## config.mk

```make
export PLATFORM = sky130hd
export DESIGN_NAME = aorf_blend
export DESIGN_NICKNAME = d
export VERILOG_FILES = /design/src/design/aorf_pkg.sv /design/src/design/aorf_blend.sv
export SDC_FILE = /design/constraint.sdc
export NUM_CORES = 2
export LEC_CHECK = 0
export BUFFER_PORTS_ARGS = -buffer_cell sky130_fd_sc_hd__buf_2
export CORE_UTILIZATION = 60
export CTS_CLUSTER_DIAMETER = 50
export CTS_CLUSTER_SIZE = 20
export DETAILED_ROUTE_END_ITERATION = 10
export PLACE_DENSITY_LB_ADDON = 0.1
export SLEW_MARGIN = 20
export SYNTH_ARGS = -nofsm -noshare
export SYNTH_HDL_FRONTEND = slang
export SYNTH_SLANG_ARGS = --single-unit
```

## constraint.sdc

```tcl
create_clock -name clk -period 23.9 [get_ports clk]
set_clock_uncertainty 0.1 [all_clocks]
set_input_delay 0 -clock clk [delete_from_list [all_inputs] [get_ports clk]]
set_output_delay 0 -clock clk [all_outputs]
set_load 0.01 [all_outputs]
```

## src/design/aorf_pkg.sv

```systemverilog
package aorf_pkg;

  // Default frame store geometry
  localparam int MAX_WIDTH_DEF  = 256;
  localparam int MAX_HEIGHT_DEF = 256;

  // Canvas registers
  localparam int       CFG_DATA_W   = 9;
  localparam int       CFG_INDEX_W  = 1;
  localparam logic [CFG_DATA_W-1:0] CANVAS_RESET = 9'd256;
  localparam logic [CFG_INDEX_W-1:0] CFG_CANVAS_WIDTH  = 1'd0;
  localparam logic [CFG_INDEX_W-1:0] CFG_CANVAS_HEIGHT = 1'd1;

  // Signed width used for rectangle clipping arithmetic
  localparam int GEO_W = 18;

  // Blend datapath widths
  localparam int DIVD_W    = 17;
  localparam int DIV_CNT_W = 5;
  localparam int NUM_CH    = 3;
  localparam logic [7:0] ALPHA_MAX = 8'd255;

  typedef enum logic [1:0] {
    OP_CLEAR = 2'd0,
    OP_FILL  = 2'd1,
    OP_READ  = 2'd2,
    OP_NOP   = 2'd3
  } op_t;

  typedef enum logic [2:0] {
    S_CLEAR,
    S_IDLE,
    S_SETUP,
    S_RD,
    S_BLS,
    S_BLW,
    S_PX,
    S_DONE
  } fsm_state_t;

  typedef enum logic [2:0] {
    B_IDLE,
    B_MUL1,
    B_MUL2,
    B_MUL3,
    B_DIV,
    B_DONE
  } blend_state_t;

  // Stored pixel layout: red in the low byte, alpha in the high byte
  typedef struct packed {
    logic [7:0] alpha;
    logic [7:0] blue;
    logic [7:0] green;
    logic [7:0] red;
  } pixel_t;

  typedef struct packed {
    logic [1:0]         operation;
    logic signed [15:0] left_x;
    logic signed [15:0] top_y;
    logic [11:0]        rect_width;
    logic [11:0]        rect_height;
    logic [7:0]         src_red;
    logic [7:0]         src_green;
    logic [7:0]         src_blue;
    logic [7:0]         src_alpha;
  } in_req_t;

  typedef struct packed {
    logic [7:0] pixel_red;
    logic [7:0] pixel_green;
    logic [7:0] pixel_blue;
    logic [7:0] pixel_alpha;
    logic       in_bounds;
  } out_res_t;

  // Exact x / 255 for x below 2^24 by reciprocal multiply
  function automatic logic [DIVD_W-1:0] div255(input logic [23:0] x);
    logic [55:0] prod;
    prod = {32'd0, x} * 56'h0000_0080_8080_81;
    return prod[55:39];
  endfunction

endpackage

```

## src/design/aorf_blend.sv

```systemverilog
module aorf_blend (
  input  logic             clk,
  input  logic             rst_n,
  input  logic             start,
  input  aorf_pkg::pixel_t old_px,
  input  aorf_pkg::pixel_t src_px,
  output logic             done,
  output aorf_pkg::pixel_t new_px
);

  localparam int NCH   = aorf_pkg::NUM_CH;
  localparam int DW    = aorf_pkg::DIVD_W;
  localparam int CNT_W = aorf_pkg::DIV_CNT_W;

  aorf_pkg::blend_state_t state_r, state_nxt;

  logic [7:0]       oc_r   [NCH];
  logic [7:0]       sc_r   [NCH];
  logic [7:0]       oa_r;
  logic [7:0]       sa_r;
  logic [15:0]      poc_r  [NCH];
  logic [15:0]      sca_r  [NCH];
  logic [15:0]      pa_r;
  logic [23:0]      num_r  [NCH];
  logic [7:0]       na_r;
  logic [DW-1:0]    quo_r  [NCH];
  logic [7:0]       rem_r  [NCH];
  logic [CNT_W-1:0] div_cnt_r;

  logic [7:0]    inv;
  logic [7:0]    old_ch [NCH];
  logic [7:0]    src_ch [NCH];
  logic [DW-1:0] pa_q;
  logic [DW-1:0] num_q  [NCH];
  logic [8:0]    trial  [NCH];
  logic [8:0]    diff   [NCH];
  logic          ge     [NCH];

  // Split pixels into channel lanes
  assign old_ch[0] = old_px.red;
  assign old_ch[1] = old_px.green;
  assign old_ch[2] = old_px.blue;
  assign src_ch[0] = src_px.red;
  assign src_ch[1] = src_px.green;
  assign src_ch[2] = src_px.blue;

  assign inv  = aorf_pkg::ALPHA_MAX - sa_r;
  assign pa_q = aorf_pkg::div255({8'd0, pa_r});

  // One restoring divide step per lane, shared divisor
  always_comb begin
    for (int k = 0; k < NCH; k++) begin
      num_q[k] = aorf_pkg::div255(num_r[k]);
      trial[k] = {rem_r[k], quo_r[k][DW-1]};
      diff[k]  = trial[k] - {1'b0, na_r};
      ge[k]    = trial[k] >= {1'b0, na_r};
    end
  end

  // Next state
  always_comb begin
    state_nxt = state_r;
    case (state_r)
      aorf_pkg::B_IDLE: begin
        if (start) begin
          state_nxt = aorf_pkg::B_MUL1;
        end
      end
      aorf_pkg::B_MUL1: state_nxt = aorf_pkg::B_MUL2;
      aorf_pkg::B_MUL2: state_nxt = aorf_pkg::B_MUL3;
      aorf_pkg::B_MUL3: state_nxt = aorf_pkg::B_DIV;
      aorf_pkg::B_DIV: begin
        if (div_cnt_r == CNT_W'(DW - 1)) begin
          state_nxt = aorf_pkg::B_DONE;
        end
      end
      aorf_pkg::B_DONE: state_nxt = aorf_pkg::B_IDLE;
      default:          state_nxt = aorf_pkg::B_IDLE;
    endcase
  end

  always_ff @(posedge clk) begin
    if (!rst_n) begin
      state_r <= aorf_pkg::B_IDLE;
    end else begin
      state_r <= state_nxt;
    end
  end

  // Datapath: capture, three product stages, then iterate the divide
  always_ff @(posedge clk) begin
    case (state_r)
      aorf_pkg::B_IDLE: begin
        if (start) begin
          for (int k = 0; k < NCH; k++) begin
            oc_r[k] <= old_ch[k];
            sc_r[k] <= src_ch[k];
          end
          oa_r <= old_px.alpha;
          sa_r <= src_px.alpha;
        end
      end
      aorf_pkg::B_MUL1: begin
        for (int k = 0; k < NCH; k++) begin
          poc_r[k] <= 16'(oc_r[k]) * 16'(oa_r);
          sca_r[k] <= 16'(sc_r[k]) * 16'(sa_r);
        end
        pa_r <= 16'(oa_r) * 16'(inv);
      end
      aorf_pkg::B_MUL2: begin
        for (int k = 0; k < NCH; k++) begin
          num_r[k] <= 24'(poc_r[k]) * 24'(inv);
        end
        na_r <= sa_r + pa_q[7:0];
      end
      aorf_pkg::B_MUL3: begin
        for (int k = 0; k < NCH; k++) begin
          quo_r[k] <= DW'(sca_r[k]) + num_q[k];
          rem_r[k] <= '0;
        end
        div_cnt_r <= '0;
      end
      aorf_pkg::B_DIV: begin
        for (int k = 0; k < NCH; k++) begin
          rem_r[k] <= ge[k] ? diff[k][7:0] : trial[k][7:0];
          quo_r[k] <= {quo_r[k][DW-2:0], ge[k]};
        end
        div_cnt_r <= div_cnt_r + CNT_W'(1);
      end
      default: begin
      end
    endcase
  end

  // Outputs: zero the pixel when the combined alpha is zero
  always_comb begin
    done   = (state_r == aorf_pkg::B_DONE);
    new_px = '0;
    if (na_r != 8'd0) begin
      new_px.alpha = na_r;
      new_px.red   = quo_r[0][7:0];
      new_px.green = quo_r[1][7:0];
      new_px.blue  = quo_r[2][7:0];
    end
  end

endmodule

```

Word-level counts from Yosys, hierarchy flattened
Memories as Yosys holds them, arrays and structs flattened.
Cells that the tools add are included.
W data, S select, Z words.
{"block": "word_totals", "register_bits": 48, "ramBits": 291, "input_bits": 67, "wordCells": 83, "mem_count": 7}
{"block": "op_classes", "n_addsub": 9, "n_mul": 14, "n_lt_le_gt_ge": 3, "n_eq_ne": 8, "n_mux": 25, "n_bitwise": 6, "reduce_logical": 5}
{"memory": "num_r", "depth": 3, "width": 24, "rd": 3, "rd_ports_with_merged_regs": 0, "wr": 3, "line": "aorf_blend.sv:24", "text": "logic [23:0] num_r [NCH];"}
{"memory": "quo_r", "depth": 3, "width": 17, "rd": 3, "rd_ports_with_merged_regs": 0, "wr": 3, "line": "aorf_blend.sv:26", "text": "logic [DW-1:0] quo_r [NCH];"}
{"memory": "poc_r", "depth": 3, "width": 16, "rd": 3, "rd_ports_with_merged_regs": 0, "wr": 3, "line": "aorf_blend.sv:21", "text": "logic [15:0] poc_r [NCH];"}
{"memory": "sca_r", "depth": 3, "width": 16, "rd": 3, "rd_ports_with_merged_regs": 0, "wr": 3, "line": "aorf_blend.sv:22", "text": "logic [15:0] sca_r [NCH];"}
{"memory": "oc_r", "depth": 3, "width": 8, "rd": 3, "rd_ports_with_merged_regs": 0, "wr": 3, "line": "aorf_blend.sv:17", "text": "logic [7:0] oc_r [NCH];"}
{"memory": "rem_r", "depth": 3, "width": 8, "rd": 3, "rd_ports_with_merged_regs": 0, "wr": 3, "line": "aorf_blend.sv:27", "text": "logic [7:0] rem_r [NCH];"}
{"memory": "1 more memories"}
{"cell": "$mul A24 B32 Y56 const B", "count": 3}
{"cell": "$mul A8 B8 Y16", "count": 7}
{"cell": "$mul A16 B8 Y24", "count": 3}
{"cell": "$add A16 B17 Y17", "count": 3}
{"cell": "$mux W17", "count": 3}
{"cell": "$mux W8", "count": 6}
{"cell": "$mul A16 B32 Y47 const B", "count": 1}
{"cell": "$mux W32", "count": 1}
{"cell": "$ge A9 B8 Y1", "count": 3}
{"cell": "$sub A8 B8 Y8", "count": 3}
{"cell": "$pmux W3 S5", "count": 1}
{"cell": "$mux W1", "count": 11}
{"cell": "$pmux W5 S2", "count": 1}
{"cell": "$add A8 B8 Y8", "count": 1}
{"cell": "$reduce_bool A8 Y1", "count": 1}
{"cell": "$sub A8 B8 Y8 const A", "count": 1}
{"cell": "$eq A3 B2 Y1 const B", "count": 2}
{"cell": "$eq A3 B3 Y1 const B", "count": 2}
{"cell": "$mux W3", "count": 2}
{"cell": "$or A1 B1 Y1", "count": 6}
{"cell": "$add A5 B1 Y5 const B", "count": 1}
{"cell": "$eq A5 B5 Y1 const B", "count": 1}
{"cell": "$ne A2 B2 Y1 const B", "count": 2}
{"cell": "$reduce_and A2 Y1", "count": 2}
{"cell": "other kinds (3)", "count": 3}

Depth between registers and ports, before layout
{"block": "depth", "depth_word": 4, "mapped_depth": 31}

Least setup slack after synthesis
Ideal clock, no wire load.
{"block": "synth_path", "kind": "register -> register", "start": "register state_r[0]", "end": "register pa_r[0], enable pin", "setup_ns": 0.743, "t_arrival_ns": 8.675, "setup_slack_ns": 14.382, "stages_incl_launch_ff": 3, "n_path_buf": 1, "synth_period_minus_slack_ns": 9.518, "cell_sequence": "dfxtp_1 -> clkbuf_1 -> nor3b_1"}
{"block": "synth_between", "elab_chain_cells": 1}
{"element": "start, declared", "line": "aorf_blend.sv:15", "text": "aorf_pkg::blend_state_t state_r, state_nxt;"}
{"element": "start signal, assigned", "line": "aorf_blend.sv:84", "text": "state_r <= aorf_pkg::B_IDLE;"}
{"element": "start signal, assigned", "line": "aorf_blend.sv:86", "text": "state_r <= state_nxt;"}
{"element": "$eq A3 B1 Y1", "line": "aorf_blend.sv:92", "text": "case (state_r)"}
{"element": "end signal, assigned", "line": "aorf_blend.sv:108", "text": "pa_r <= 16'(oa_r) * 16'(inv);"}
{"element": "end, declared", "line": "aorf_blend.sv:23", "text": "logic [15:0] pa_r;"}
No other way between the ends.
A chain may end at the register's enable or synchronous reset.

==> metrics <==
status finished, final reports clean; HP Class primary input to flop; CTS Buf Count 59; die height 293 um; largest net degree at the start of global routing 73; Buffers & Inverters on Critical Path 2; stages on the worst setup path 28; die area approximately 0.086 mm2; vias in the first global route around 36000; io pins 100; critical path class flop to flop; Initial Utilization 60.7%; DR vias/cell 5.45; arrival time of the worst setup path 7.86 ns; DRC Markers 0; Tcrit/Tclk final a little under a third; clock latency at the later pin of the worst-skew pair 0.68 ns; max_cap viols 0; GRT Util Overall 26.1%; fin. max-slew vios 0; post-synthesis register bit count 339; Avg Synthesized Cell Area slightly above 10 um2; worst rel slew slack 25.4%; number of antenna violations at the first check in global routing 1; worst-path fanout max 4; layout cells sized above 1 ~4.8%; combined area of the multi-input logic cells 0.0373 mm2; most frequent cells in the layout ha_1, inv_1, fa_1; fillers 6685; Total Nets Final between 6000 and 7000; PostCTS Resize Cnt 0; area of the core 0.0837 mm2; cells on worst reg2reg path 28; WL per Instance between 15 and 20 um; DRT iter0 DRCs ~1600; Least-Margin Pin Slew around 1.1 ns; Reg area 0.0101 mm2; Cells after Synth 5050; clk slew on worst S/H paths 0.06 ns; crit path max-delay cell type a2111oi_0; total negative slack 0 ns; Worst setup EP type flop; count of cell types in the netlist 73; Num Clock Sinks 339; cell mode on critical path ha_1; DR vias between 30000 and 40000; Detailed Routing Iterations Pass 1 6; CP peak stage delay 0.88 ns; first-pass GRT wire length 181 mm; clk buf depth 3; Area Overhead vs Synth 10.1%; # setup viols final 0; clock root cell clkbuf_16; type of origin of the critical path flop; Mapped Area roughly 0.05 mm2; RSZ-0062 raised after global routing no; Final Hold Viols 0; Main synth FF type edfxtp_1; RePlAce Congestion between 0.8 and 0.9; # rows 106; delay-heaviest family, CP compound AO/OA/AOI/OAI gates; Critical Path RT 24.24 ns; asr flop ratio synth 0%; # port buffers between 90 and 100; HPWL Detailed 83.0 mm; Mapped Nets 6668; sequential element share of the synthesized area 20.0%; minimum clock period 7.52 ns; Worst Hold Depth 4; chip width 293 um; H-Tree Depth 2; CTS tree built; number of synthesized flops with an enable pin 336; Detailed Route WL 109 mm; commonest non-fill, non-tap cell in the layout ha_1; grt ovf 0; max frequency roughly 130 MHz; Detail Route Antenna Nets 0; Syn. warnings 0
-- path summary, 6_finish.rpt --
| kind | start | end | slack, ns |
|---|---|---|---|
| worst max-delay path | num_r[0][65] | quo_r[0][48] | 16.38 |
| worst min-delay path | start | state_r[0] | 0.12 |
| worst max register to register | num_r[0][65] | quo_r[0][48] | 16.38 |
| worst min register to register | quo_r[0][48] | quo_r[0][49] | 0.44 |
-- flip-flops by register name, indices dropped and copies added, names as in the netlist --
name / flops
div_cnt_r: 5
na_r: 8
num_r: 72
oa_r: 8
oc_r: 24
pa_r: 16
poc_r: 48
quo_r: 51
rem_r: 24
sa_r: 8
sc_r: 24
sca_r: 48
state_r: 3
-- Yosys cell counts, types with 5 or more instances --
master / number / share of area, %
nor2_1: 186 / 1.4
nor2b_1: 252 / 3.1
and2_1: 242 / 3.0
clkbuf_1: 122 / 0.90
a2111oi_0: 8 / 0.14
nand3_1: 29 / 0.29
buf_1: 5 / 0.037
edfxtp_1: 336 / 20
a21boi_1: 9 / 0.13
fa_1: 572 / 23
o21ai_1: 65 / 0.64
a21o_1: 91 / 1.3
o21bai_1: 22 / 0.33
o21ai_0: 67 / 0.66
a21oi_1: 209 / 2.1
o31ai_1: 10 / 0.15
a31oi_1: 11 / 0.14
inv_1: 784 / 5.8
xnor2_1: 169 / 2.9
nand4_1: 26 / 0.32
and3_1: 20 / 0.25
mux2i_1: 12 / 0.24
a21boi_0: 21 / 0.31
ha_1: 979 / 24
o211ai_1: 18 / 0.27
xor2_1: 71 / 1.2
nand2b_1: 279 / 3.4
nand2_1: 282 / 2.1
or3_1: 12 / 0.15
nor3b_1: 8 / 0.12
nor3_1: 24 / 0.24
a211o_1: 7 / 0.12
o21a_1: 16 / 0.24
a211oi_1: 17 / 0.25
-- through the flow --
| stage | hold WS, ns | setup WS [ns] | std cells | utilization [%] | area (um2) |
|---|---|---|---|---|---|
| after detailed placement | 0.0781 | 16.42 | 6188 | 62.8 | 52500 |
| after floorplan | -0.00113 | 14.38 | 5050 | - | 50800 |
| after global placement | 0.0762 | 16.49 | 6188 | 62.8 | 52500 |
| after global routing | 0.127 | 15.93 | 6432 | 66.8 | 55900 |
| after CTS | 0.0694 | 16.39 | 6430 | 66.8 | 55900 |
| final | 0.119 | 16.38 | 6432 | 66.8 | 55900 |
-- worst reg2reg max path, delay by kind of cell (launching register included) --
family	cells	cell delay, ns
buffers and inverters	2	0.11
AOI/OAI and AO/OA	14	3.45
muxes	1	0.27
DFF	1	0.47
and+or+nand+nor	2	0.16
adders and majority gates	7	2.47
xor gates and xnor gates	2	0.26
-- area by class of cell --
type                    instances  area share [%]
inverters                     786            5.27
diodes                          1         0.00447
multi-input cells            3798            66.6
clock inverters                49            1.04
flip-flops and latches        339            18.1
repair buffers                263            3.71
clock buffers                  62            2.66
well taps                    1134            2.54
-- layer usage --
| layer | vias up | wire, um | GRT usage (%) |
|---|---|---|---|
| met4 | 0 | 1930 | 5.84 |
| met3 | 118 | 5440 | 3.72 |
| met1 | 17200 | 50700 | 36.6 |
| li1 | 17000 | - | - |
| met2 | 687 | 50500 | 42.8 |
| met5 | - | 0 | 0 |
-- repair_timing --
item	in CTS	in global routing
hold buffers	131	0
endpoints found under the hold margin	83	0
setup buffers	0	0
-- cell families (layout without fill, tap and decap cells) --
| logic type | Yosys count | count (layout) | share of synthesized area (%) |
|---|---|---|---|
| xor+xnor | 240 | 240 | 4.14 |
| compound gates | 616 | 616 | 7.63 |
| buf+inv | 913 | 1160 | 6.75 |
| other cells | 0 | 1 | 0 |
| fa+ha+maj | 1551 | 1551 | 46.6 |
| mux | 13 | 13 | 0.259 |
| simple gates | 1378 | 1378 | 14.6 |
| flops | 339 | 339 | 20.0 |
Power is not shown: default switching activity piles up to over one toggle a cycle in this logic, so the estimate is an artifact.
